## config.mk

```make
export PLATFORM = sky130hd
export DESIGN_NAME = pidaw_regs
export DESIGN_NICKNAME = d
export VERILOG_FILES = /design/src/pidaw_pkg.sv /design/src/pidaw_regs.sv
export SDC_FILE = /design/constraint.sdc
export NUM_CORES = 1
export LEC_CHECK = 0
export BUFFER_PORTS_ARGS = -buffer_cell sky130_fd_sc_hd__buf_2
export CAP_MARGIN = 10
export CORE_MARGIN = 10
export CORE_UTILIZATION = 55
export CTS_CLUSTER_SIZE = 28
export DETAILED_ROUTE_END_ITERATION = 8
export GPL_ROUTABILITY_DRIVEN = 0
export GPL_TIMING_DRIVEN = 0
export HOLD_SLACK_MARGIN = 0.08
export PLACE_DENSITY = 0.83
export SLEW_MARGIN = 20
export SYNTH_ARGS = -nofsm -noshare
export SYNTH_HDL_FRONTEND = slang
export SYNTH_SLANG_ARGS = --single-unit
```

## constraint.sdc

```tcl
create_clock -name clock -period 6.2 [get_ports clock]
set_input_delay 1.24 -clock clock [delete_from_list [all_inputs] [get_ports clock]]
set_output_delay 1.24 -clock clock [all_outputs]
set_load 0.03 [all_outputs]
```

## src/pidaw_pkg.sv

```systemverilog
// Package for the PID controller with integral anti-windup and filtered derivative.
// Holds the register map shared by the register file and the datapath.
// No dependencies.
package pidaw_pkg;

   // Number of configuration registers
   localparam int NUM_REGS = 8;

   // Register map, in address order
   typedef enum logic [2:0] {
      REG_PROP_GAIN   = 3'd0,
      REG_INTEG_COEF  = 3'd1,
      REG_DERIV_NUM   = 3'd2,
      REG_DERIV_DEN   = 3'd3,
      REG_INTEG_UPPER = 3'd4,
      REG_INTEG_LOWER = 3'd5,
      REG_OUT_UPPER   = 3'd6,
      REG_OUT_LOWER   = 3'd7
   } csr_index_type;

endpackage

```

## src/pidaw_regs.sv

```systemverilog
// APB-style configuration register file for the PID controller.
// Uses the register map in pidaw_pkg.
module pidaw_regs #(
   parameter int DW     = 32,
   parameter int CSR_DW = 32,
   parameter int CSR_AW = 5
) (
   input  logic                 clock,
   input  logic                 reset,
   input  logic                 psel,
   input  logic                 penable,
   input  logic                 pwrite,
   input  logic [CSR_AW-1:0]    paddr,
   input  logic [CSR_DW-1:0]    pwdata,
   output logic [CSR_DW-1:0]    prdata,
   output logic signed [DW-1:0] coef [pidaw_pkg::NUM_REGS]
);

   localparam int STRIDE_LOG = CSR_AW - $clog2(pidaw_pkg::NUM_REGS);
   localparam logic signed [DW-1:0] DMAX = {1'b0, {(DW-1){1'b1}}};
   localparam logic signed [DW-1:0] DMIN = {1'b1, {(DW-1){1'b0}}};

   logic signed [DW-1:0]          regs_ff [pidaw_pkg::NUM_REGS];
   pidaw_pkg::csr_index_type      idx;
   logic                          wr_en;

   assign idx   = pidaw_pkg::csr_index_type'(paddr[CSR_AW-1:STRIDE_LOG]);
   assign wr_en = psel && penable && pwrite;

   // Write on the access phase; limits reset wide open
   always_ff @(posedge clock) begin
      if (reset) begin
         regs_ff[pidaw_pkg::REG_PROP_GAIN]   <= '0;
         regs_ff[pidaw_pkg::REG_INTEG_COEF]  <= '0;
         regs_ff[pidaw_pkg::REG_DERIV_NUM]   <= '0;
         regs_ff[pidaw_pkg::REG_DERIV_DEN]   <= '0;
         regs_ff[pidaw_pkg::REG_INTEG_UPPER] <= DMAX;
         regs_ff[pidaw_pkg::REG_INTEG_LOWER] <= DMIN;
         regs_ff[pidaw_pkg::REG_OUT_UPPER]   <= DMAX;
         regs_ff[pidaw_pkg::REG_OUT_LOWER]   <= DMIN;
      end else if (wr_en) begin
         regs_ff[idx] <= pwdata[DW-1:0];
      end
   end

   // Read back sign-extended to the bus width
   always_comb begin
      logic signed [CSR_DW-1:0] rd;
      rd     = CSR_DW'(regs_ff[idx]);
      prdata = rd;
   end

   assign coef = regs_ff;

endmodule

```

==> results.ini, run 1 <==
[outcome]
status = completed

[die]
rows = 54
start_util = 0.555
ios = 330
dieHeight_um = 168
coreArea_um2 = 21700
die-width_um = 168
die_area_um2 = 28200

[synth]
synth_seq_cells = 256
synth_area_per_cell_um2 = 11.7
synthFlopType = dfxtp_1
syn-num-nets = 1074
syn_inst = 1032
synth_edf_count = 0
synth_cell_types = 27
synth_area_um2 = 12000
synthArstFlopShare = 0
ys_warn_count = 0
synth_seq_area_share = 0.426

[sta]
fin_tns_setup_ns = 0
setup_violations = 0
rsz0062_at_grt = false
final.min_clock_period_ns = 4.08
slew_headroom = 0.411
fin_ws_ns = 2.12
hold_viol = 0
post-route-period-util = 0.658
max_freq_ghz = 0.245
tightestPinTransition_ns = 0.883
final.setup_skew_ns = 0
final-max-slew-violation-count = 0

[clock_network]
cts_resized = 0
post_cts_buffers = 0
cts.sinks = 256
worstSkewPairLatency_ns = 0.52
hold_buffers = 0
cts_max_level = 1
cts-buffers-inserted = 26
path_clk_slew_ns = 0.06
cts_buffer_depth = 3
cts_tree = done
cts.root.buffer_cell = clkbuf_16

[power_and_ir_drop]
finalPower_mw = 3.68
p_per_area_nw_per_um2 = 247
peakVddDrop_mv = 0.181
p_leak_nw = 7.27

[finish]
postLayoutCoreUtil = 0.688
drive_gt1_frac = 0.351
finalNonFillerCells = 1686
fin_nets = 1426
syn_to_final_growth_pct = 24.1
largest_register_ffs = 256
fill_cells = 1675
ff_latch_area_um2 = 5120
multi_input_area_um2 = 6380

[grt]
met2_usage = 0.484
grt_pass1_vias = 10424
gr-max-usage-layer = met2
overflow = 0
antenna_found_initial = 5
gr-usage-met1 = 0.346
grt_pass1_wl_mm = 64.0
grt_max_degree = 15
use_met3 = 0.0806
grtUsageTotal = 0.290

[hold_path]
hold_end = coef[242]
min_path_cells = 2
min_from = coef[242]
min_path_type = flip-flop to flip-flop

[setup_path]
crit_type = input port to output pin
r2r-start = coef[96]
reg2regPathDepth = 2
cp-startpoint = paddr[3]
worstSetupEndpointType = output pin
crit-reg2reg-capture = coef[96]
critPathLaunchType = input port
crit_arrival_ns = 2.84
rrSetupSlack_ns = 5.49
crit_required_ns = 4.96
path_max_fanout = 10

[route]
vias = 9865
vias_per_cell = 5.85
wirelength_mm = 43.2
wl_per_cell_um = 25.6
ant_nets = 0
drc_errors = 0
drt-pass1-iter-count = 7
first_iter_violations = 927

[place]
dp_hpwl_mm = 31.1
io_buffers = 324
dpl_worst_slack_ns = 2.11
dp.cells = 1636

[run]
cap_violations = 0

-- layout by cell type (no fill, tap or decap), types with 11 or more instances in the layout --
cell type,count
clkbuf_16,27
buf_2,347
buf_6,11
mux4_2,46
nor2_1,97
nand2b_1,224
mux2_4,27
dfxtp_1,256
clkbuf_1,39
mux2i_1,257
mux4_1,16
-- final cells by class --
| class | instances | area share |
|---|---|---|
| clock buffer | 38 | 0.0527 |
| timing repair buffer | 324 | 0.109 |
| inverter | 1 | 0.000251 |
| antenna | 2 | 0.000335 |
| multi-input combinational | 692 | 0.427 |
| tap | 280 | 0.0235 |
| buffer | 83 | 0.0352 |
| sequential | 256 | 0.343 |
| clock inverter | 10 | 0.00872 |
-- report_power, final --
group	internal, mW	switching (mW)	leakage, nW
registers	1.66	0.0107	2.07
clock network	1.00	0.668	0.450
logic	0.133	0.212	4.76
-- metrics by stage --
step	cell area [µm²]	hold slack [ns]
after global placement	14000	0.468
after global routing	14900	0.503
final	14900	0.486
after CTS	14900	0.486
after detailed placement	14000	0.475
after floorplan	12000	0.603
-- worst max path at each step --
stage                       to  slack [ns]  cells after the start
global route         prdata[2]        2.09                      6
finish               prdata[5]        2.12                      6
detailed placement   prdata[2]        2.11                      6
global placement    prdata[31]        2.13                      6
floorplan            prdata[0]        2.48                      4
CTS                  prdata[2]        2.11                      6
-- worst max-delay path, stage by stage --
cell	delay [ns]
buf_4	0.15
buf_6	0.19
buf_2	0.40
mux4_2	0.38
mux2_4	0.27
buf_2	0.18
-- synth_stat cells (2+ instances only) --
master | number | share of area
and3_1 | 2 | 0.0010
nand2_1 | 5 | 0.0016
buf_4 | 7 | 0.0044
mux2_2 | 4 | 0.0037
buf_6 | 11 | 0.010
buf_12 | 4 | 0.0067
clkbuf_1 | 35 | 0.011
mux4_2 | 46 | 0.086
nor2_1 | 97 | 0.030
mux4_1 | 16 | 0.035
nor2b_1 | 2 | 0.0010
buf_2 | 23 | 0.0096
dfxtp_1 | 256 | 0.43
nand3_1 | 2 | 0.00083
mux2_4 | 27 | 0.034
nand2b_1 | 224 | 0.12
mux2i_1 | 257 | 0.21
and2_1 | 3 | 0.0016
clkbuf_4 | 3 | 0.0019
-- logic make-up after synthesis --
group / after synthesis / share of synthesized area
AO/OA/AOI/OAI: 4 / 0.00260
buffers and inverters: 84 / 0.0440
flip-flops: 256 / 0.426
multiplexers: 351 / 0.373
AND/OR/NAND/NOR: 337 / 0.154
-- metal layers --
metal	up-vias	wire length, µm
li1	4295	-
met4	6	1580
met3	106	3910
met1	4943	16900
met2	515	20700
met5	-	36
No activity file was read; power rests on OpenSTA's default activity.
==> run 2, diff against run 1 <==
--- a/config.mk
+++ b/config.mk
@@ -5,16 +5,17 @@
 export SDC_FILE = /design/constraint.sdc
 export NUM_CORES = 1
 export LEC_CHECK = 0
+export ABC_AREA = 1
 export BUFFER_PORTS_ARGS = -buffer_cell sky130_fd_sc_hd__buf_2
 export CAP_MARGIN = 10
 export CORE_MARGIN = 10
-export CORE_UTILIZATION = 55
+export CORE_UTILIZATION = 53
 export CTS_CLUSTER_SIZE = 28
 export DETAILED_ROUTE_END_ITERATION = 8
 export GPL_ROUTABILITY_DRIVEN = 0
 export GPL_TIMING_DRIVEN = 0
 export HOLD_SLACK_MARGIN = 0.08
-export PLACE_DENSITY = 0.83
+export PLACE_DENSITY = 0.8
 export SLEW_MARGIN = 20
 export SYNTH_ARGS = -nofsm -noshare
 export SYNTH_HDL_FRONTEND = slang
==> constraint.sdc (replaced) <==
create_clock -name clock -period 4 [get_ports clock]
set_input_delay 0.8 -clock clock [delete_from_list [all_inputs] [get_ports clock]]
set_output_delay 0.8 -clock clock [all_outputs]
set_load 0.03 [all_outputs]
==> results.ini, run 2 <==
[route]
wl_per_cell_um = 19.6  ; was 25.6 µm
ant_nets = 0  ; unchanged
vias = 15392  ; was 9,865
drc_errors = 0  ; unchanged
first_iter_violations = 2003  ; was 927
vias_per_cell = 5.51  ; was 5.85
drt-pass1-iter-count = 7  ; unchanged
wirelength_mm = 54.7  ; was 43.2 mm

[setup_path]
cp_common_cell = nand2_1  ; was buf_2
path_max_fanout = 10  ; unchanged
path_depth = 11  ; was 6
worstSetupEndpointType = output pin  ; unchanged
r2r-start = coef[23]  ; was coef[96]
slowest_stage = clkbuf_1  ; was buf_2
cp_num_buf_inv = 5  ; was 4
crit-reg2reg-capture = coef[23]  ; was coef[96]
rrSetupSlack_ns = 3.31  ; was 5.49 ns
reg2regPathDepth = 2  ; unchanged
crit_chain = buf_2, inv_1, buf_2, clkbuf_1, nand2_1, nand2_1, nand2_1, nand2_1, nand2_1, nand2_1, buf_2  ; was buf_4, buf_6, buf_2, mux4_2, mux2_4, buf_2
crit_family = buffers and inverters  ; unchanged
crit_end = prdata[28]  ; was prdata[5]
critPathLaunchType = input port  ; unchanged
cp-startpoint = paddr[2]  ; was paddr[3]
crit_type = input port to output pin  ; unchanged
crit_arrival_ns = 2.70  ; was 2.84 ns
cpPeakStageDelay_ns = 0.54  ; was 0.40 ns
crit_required_ns = 3.20  ; was 4.96 ns

[sta]
slew_headroom = 0.375  ; was 0.411
setup_violations = 0  ; unchanged
final-max-slew-violation-count = 0  ; unchanged
final.setup_skew_ns = 0  ; unchanged
post-route-period-util = 0.876
hold_viol = 0  ; unchanged
tightestPinTransition_ns = 0.938  ; was 0.883 ns
fin_ws_ns = 0.497  ; was 2.12 ns
fin_tns_setup_ns = 0  ; unchanged
final.min_clock_period_ns = 3.50
max_freq_ghz = 0.285
rsz0062_at_grt = false  ; unchanged

[clock_network]
cts.root.buffer_cell = clkbuf_16  ; unchanged
path_clk_slew_ns = 0.06  ; about the same
cts_tree = done  ; unchanged
cts_resized = 0  ; unchanged
worstSkewPairLatency_ns = 0.55  ; was 0.52 ns
hold_buffers = 0  ; unchanged
cts_max_level = 1  ; unchanged
cts.sinks = 256  ; unchanged
cts_buffer_depth = 3  ; unchanged
cts-buffers-inserted = 28  ; was 26
post_cts_buffers = 0  ; unchanged

[finish]
syn_to_final_growth_pct = 24.8  ; was 24.1%
postLayoutCellArea_um2 = 15500  ; was 14,900 µm²
largest_register_ffs = 256  ; unchanged
postLayoutCoreUtil = 0.666  ; was 0.688
drive_gt1_frac = 0.192  ; was 0.351
layout_commonest_cell = nand2_1  ; was buf_2
layout_common_cells = 1,046 x nand2_1, 410 x buf_2, 389 x nor2_1, 256 x dfxtp_1, 198 x nand3_1  ; was 347 x buf_2, 257 x mux2i_1, 256 x dfxtp_1, 224 x nand2b_1, 97 x nor2_1
fin_nets = 2489  ; was 1,426
finalNonFillerCells = 2793  ; was 1,686

[die]
start_util = 0.534  ; was 0.555
die_area_um2 = 30000  ; was 28,200 µm²
rows = 56  ; was 54
die-width_um = 173  ; was 168 µm
ios = 330  ; unchanged
coreArea_um2 = 23300  ; was 21,700 µm²
dieHeight_um = 173  ; was 168 µm

[grt]
gr-usage-met1 = 0.400  ; was 0.346
grt_pass1_vias = 14234  ; was 10.4k
use_met3 = 0.104  ; was 0.0806
gr-max-usage-layer = met2  ; unchanged
antenna_found_initial = 5  ; unchanged
grt_pass1_wl_mm = 81.1  ; was 64.0 mm
grtUsageTotal = 0.340  ; was 0.290
overflow = 0  ; unchanged
met2_usage = 0.525  ; was 0.484
grt_max_degree = 14  ; was 15

[synth]
synthArstFlopShare = 0  ; unchanged
syn_inst = 2090  ; was 1,032
synth_area_leaders = dfxtp_1 41%, nand2_1 32%, nor2_1 12%  ; was dfxtp_1 43%, mux2i_1 21%, nand2b_1 12%
synth_top_area_cell = dfxtp_1  ; unchanged
ys_warn_count = 0  ; unchanged
synth_seq_cells = 256  ; unchanged
synth_cell_types = 17  ; was 27
synth_common_cells = 1,046 x nand2_1, 389 x nor2_1, 256 x dfxtp_1  ; was 257 x mux2i_1, 256 x dfxtp_1, 224 x nand2b_1
synth_seq_area_share = 0.411  ; was 0.426
synth_area_um2 = 12500  ; was 12,000 µm²
synth_edf_count = 0  ; unchanged
syn-num-nets = 2132  ; was 1,074
yosysMostFrequentCell = nand2_1  ; was mux2i_1
synth_area_per_cell_um2 = 5.96  ; was 11.7 µm²
synth_top_area_frac = 0.411  ; was 0.426
synthFlopType = dfxtp_1  ; unchanged

[place]
placedInstanceArea_um2 = 14500  ; was 14,000 µm²
dp_hpwl_mm = 39.7  ; was 31.1 mm
io_buffers = 327  ; was 324
dpl_worst_slack_ns = 0.576  ; was 2.11 ns
dp.cells = 2736  ; was 1,636

[run]
cap_violations = 0  ; unchanged

[power_and_ir_drop]
p_per_area_nw_per_um2 = 406  ; was 247 nW/µm²
peakVddDrop_mv = 0.291  ; was 0.181 mV
p_leak_nw = 8.43  ; was 7.27 nW

[hold_path]
min_path_type = flip-flop to flip-flop  ; unchanged

[outcome]
status = completed  ; unchanged

## run 2: cell types whose count changed after synthesis, sizes merged, moves of 62 or more
cell | before | now
nand2b | 224 | 0
mux2i | 257 | 0
nor2 | 97 | 400
buf | 45 | 115
nand2 | 5 | 1046
nand3 | 2 | 200
mux4 | 62 | 0
## run 2: cells by family after synthesis
group	synth area share
simple gates	0.523
buf+inv	0.0647
flops	0.411
compound gates	0.00120
## run 2: area by class of cell
class | instances | area (µm²)
sequential | 256 | 5120
inverter | 39 | 146
fill | 2214 | 7780
clock inverter | 10 | 228
antenna | 5 | 12.5
tap | 319 | 399
clock buffer | 42 | 815
multi-input combinational | 1653 | 6530
buffer | 142 | 659
timing repair buffer | 327 | 1640
## run 2: how the worst min path moves through the flow
stage | from | end | slack (ns) | depth (start not counted)
after CTS | coef[114] | coef[114] | 0.48 | 2
after detailed placement | coef[114] | coef[114] | 0.46 | 2
after global placement | coef[105] | coef[105] | 0.46 | 2
after floorplan | coef[96] | coef[96] | 0.60 | 2
final | coef[114] | coef[114] | 0.48 | 2
after global routing | coef[116] | coef[116] | 0.50 | 2
## run 2: power by group
part	switching (mW)	internal (mW)
logic	0.567	0.175
clock network	1.10	1.85
registers	0.0266	2.58
## run 2: metal layers
metal	wire length (µm)	vias to the layer above	share of wire
met5	0	-	0
met4	4150	0	0.076
met3	7700	237	0.14
met2	23100	1104	0.42
met1	19700	6971	0.36
li1	-	7080	-
## run 2: worst reg2reg max path, delay by kind of cell, from the launching register on
| family | cells | cell delay [ns] |
|---|---|---|
| flip-flops | 1 | 0.43 |
| AND/OR/NAND/NOR | 2 | 0.19 |
## run 2: stage by stage
stage,hold WS (ns),total power [mW]
after floorplan,0.602,3.11
after CTS,0.481,6.26
after global placement,0.460,3.37
after detailed placement,0.465,3.38
final,0.481,6.31
after global routing,0.496,6.45
==> run 3, diff against run 2 <==
--- a/config.mk
+++ b/config.mk
@@ -5,17 +5,17 @@
 export SDC_FILE = /design/constraint.sdc
 export NUM_CORES = 1
 export LEC_CHECK = 0
-export ABC_AREA = 1
+export ABC_AREA = 0
 export BUFFER_PORTS_ARGS = -buffer_cell sky130_fd_sc_hd__buf_2
 export CAP_MARGIN = 10
-export CORE_MARGIN = 10
+export CORE_MARGIN = 2
 export CORE_UTILIZATION = 53
 export CTS_CLUSTER_SIZE = 28
 export DETAILED_ROUTE_END_ITERATION = 8
 export GPL_ROUTABILITY_DRIVEN = 0
 export GPL_TIMING_DRIVEN = 0
 export HOLD_SLACK_MARGIN = 0.08
-export PLACE_DENSITY = 0.8
+export PLACE_DENSITY = 0.81
 export SLEW_MARGIN = 20
 export SYNTH_ARGS = -nofsm -noshare
 export SYNTH_HDL_FRONTEND = slang
==> results.ini, run 3 (synthesis gave the netlist of run 1 again) <==
[power_and_ir_drop]
p_sw_frac = 0.242  ; was 0.269
p_per_area_nw_per_um2 = 372  ; was 406 nW/µm²
pwr-share-clk = 0.435  ; was 0.469
finalPower_mw = 5.52  ; was 6.31 mW
p_leak_nw = 7.23  ; was 8.43 nW
p_seq_frac = 0.468  ; was 0.414
p_sw_mw = 1.33  ; was 1.70 mW
p_int_mw = 4.19  ; was 4.61 mW
peakVddDrop_mv = 0.257  ; was 0.291 mV
combPwrFrac = 0.097  ; was 0.118

[sta]
fin_ws_ns = 0.747  ; was 0.497 ns
post-route-period-util = 0.813  ; was 0.876
rsz0062_at_grt = false  ; unchanged
setup_violations = 0  ; unchanged
max_freq_ghz = 0.307  ; was 0.285 GHz
slew_headroom = 0.433  ; was 0.375
final.min_clock_period_ns = 3.25  ; was 3.50 ns
final-max-slew-violation-count = 0  ; unchanged
tightestPinTransition_ns = 0.851  ; was 0.938 ns
fin_tns_setup_ns = 0  ; unchanged
final.setup_skew_ns = 0  ; unchanged
hold_viol = 0  ; unchanged

[finish]
fin_nets = 1426  ; was 2,489
postLayoutCoreUtil = 0.661  ; was 0.666
largest_register_ffs = 256  ; unchanged
drive_gt1_frac = 0.346  ; was 0.192
finalNonFillerCells = 1686  ; was 2,793
layout_common_cells = 347 x buf_2, 257 x mux2i_1, 256 x dfxtp_1, 224 x nand2b_1, 97 x nor2_1  ; was 1,046 x nand2_1, 410 x buf_2, 389 x nor2_1, 256 x dfxtp_1, 198 x nand3_1
syn_to_final_growth_pct = 23.3  ; was 24.8%
fill_cells = 1759  ; was 2,214
layout_commonest_cell = buf_2  ; was nand2_1

[setup_path]
crit_arrival_ns = 2.45  ; was 2.70 ns
crit_chain = buf_4, buf_6, buf_2, mux4_2, mux2_4, buf_2  ; was buf_2, inv_1, buf_2, clkbuf_1, nand2_1, nand2_1, nand2_1, nand2_1, nand2_1, nand2_1, buf_2
worstSetupEndpointType = output pin  ; unchanged
critPathLaunchType = input port  ; unchanged
cpPeakStageDelay_ns = 0.45  ; was 0.54 ns
crit_type = input port to output pin  ; unchanged
path_max_fanout = 10  ; unchanged
crit_required_ns = 3.20  ; about the same
slowest_stage = buf_2  ; was clkbuf_1
cp_common_cell = buf_2  ; was nand2_1

[grt]
grt_pass1_wl_mm = 58.9  ; was 81.1 mm
overflow = 0  ; unchanged
grt_max_degree = 14  ; unchanged
antenna_found_initial = 3  ; was 5
grt_pass1_vias = 9650  ; was 14.2k
grtUsageTotal = 0.326  ; was 0.340

[clock_network]
cts-buffers-inserted = 26  ; was 28
cts_tree = done  ; unchanged
cts.root.buffer_cell = clkbuf_16  ; unchanged
cts_buffer_depth = 3  ; unchanged
cts.sinks = 256  ; unchanged
cts_resized = 0  ; unchanged
post_cts_buffers = 0  ; unchanged
hold_buffers = 0  ; unchanged
worstSkewPairLatency_ns = 0.52  ; was 0.55 ns
cts_max_level = 1  ; unchanged
path_clk_slew_ns = 0.05  ; was 0.06 ns

[route]
drt-pass1-iter-count = 5  ; was 7
wirelength_mm = 40.3  ; was 54.7 mm
vias_per_cell = 5.78  ; was 5.51
drc_errors = 0  ; unchanged
wl_per_cell_um = 23.9  ; was 19.6 µm
vias = 9751  ; was 15.4k
ant_nets = 0  ; unchanged
first_iter_violations = 644  ; was 2,003

[die]
rows = 55  ; was 56
dieHeight_um = 155  ; was 173 µm
start_util = 0.536  ; was 0.534
ios = 330  ; unchanged
die_area_um2 = 23900  ; was 30,000 µm²
die-width_um = 155  ; was 173 µm
coreArea_um2 = 22400  ; was 23,300 µm²

[place]
dp.cells = 1641  ; was 2,736
io_buffers = 324  ; was 327
dp_hpwl_mm = 28.2  ; was 39.7 mm
dpl_worst_slack_ns = 0.761  ; was 0.576 ns

[outcome]
status = completed  ; unchanged

[hold_path]
min_path_type = flip-flop to flip-flop  ; unchanged

[run]
cap_violations = 0  ; unchanged

==> run 3: cell types whose count changed in the layout (fill, tap and decap cells not counted), sizes merged, moves of 7 or more <==
cell / previous run / this run
mux4: 0 / 62
nand2: 1046 / 5
mux2: 0 / 32
nand3: 200 / 2
nor2: 400 / 97
nand2b: 0 / 224
inv: 39 / 1
mux2i: 0 / 257
buf: 442 / 369
clkbuf: 69 / 76
==> run 3: metrics by stage <==
stage,hold WS [ns],cell area [µm²]
6_report,0.492,14800
5_1_grt,0.504,14800
4_1_cts,0.489,14800
3_5_place_dp,0.477,14000
3_3_place_gp,0.469,14000
2_1_floorplan,0.603,12000
==> run 3: metal layers <==
| metal | routed length [µm] | up-vias | track usage |
|---|---|---|---|
| met5 | 13 | - | 0 |
| met4 | 1380 | 2 | 0.123 |
| met3 | 2980 | 90 | 0.0588 |
| met2 | 19200 | 480 | 0.545 |
| met1 | 16700 | 4878 | 0.422 |
| li1 | - | 4301 | - |
==> run 3: critical path, delay by kind of cell <==
family / cells / cell delay, ns
buffers and inverters: 4 / 0.99
multiplexers: 2 / 0.66
==> run 3: power groups by stage <==
stage | clock, mW | sequential (mW) | combinational, mW
after floorplan | 0 | 2.67 | 0.317
after global placement | 0 | 2.64 | 0.522
after detailed placement | 0 | 2.64 | 0.527
after CTS | 2.41 | 2.58 | 0.528
after global routing | 2.52 | 2.59 | 0.553
final | 2.40 | 2.59 | 0.534
==> run 3: area by class of cell <==
type | count | area (µm²) | share of cell area
Multi-Input combinational cell | 692 | 6380 | 0.430
Timing Repair Buffer | 324 | 1620 | 0.109
Tap cell | 285 | 357 | 0.0240
Sequential cell | 256 | 5120 | 0.345
Buffer | 83 | 526 | 0.0354
Clock buffer | 38 | 747 | 0.0503
Antenna cell | 2 | 5.00 | 0.000337
Inverter | 1 | 3.75 | 0.000253
Clock inverter | 5 | 75.1 | 0.00506
==> run 3: worst paths after layout <==
check                  from         to  slack (ns)  cells after the start
hold / removal    coef[235]  coef[235]        0.49                      2
hold reg to reg   coef[235]  coef[235]        0.49                      2
setup / recovery   paddr[3]  prdata[0]        0.75                      6
setup reg to reg  coef[155]  coef[155]        3.28                      2
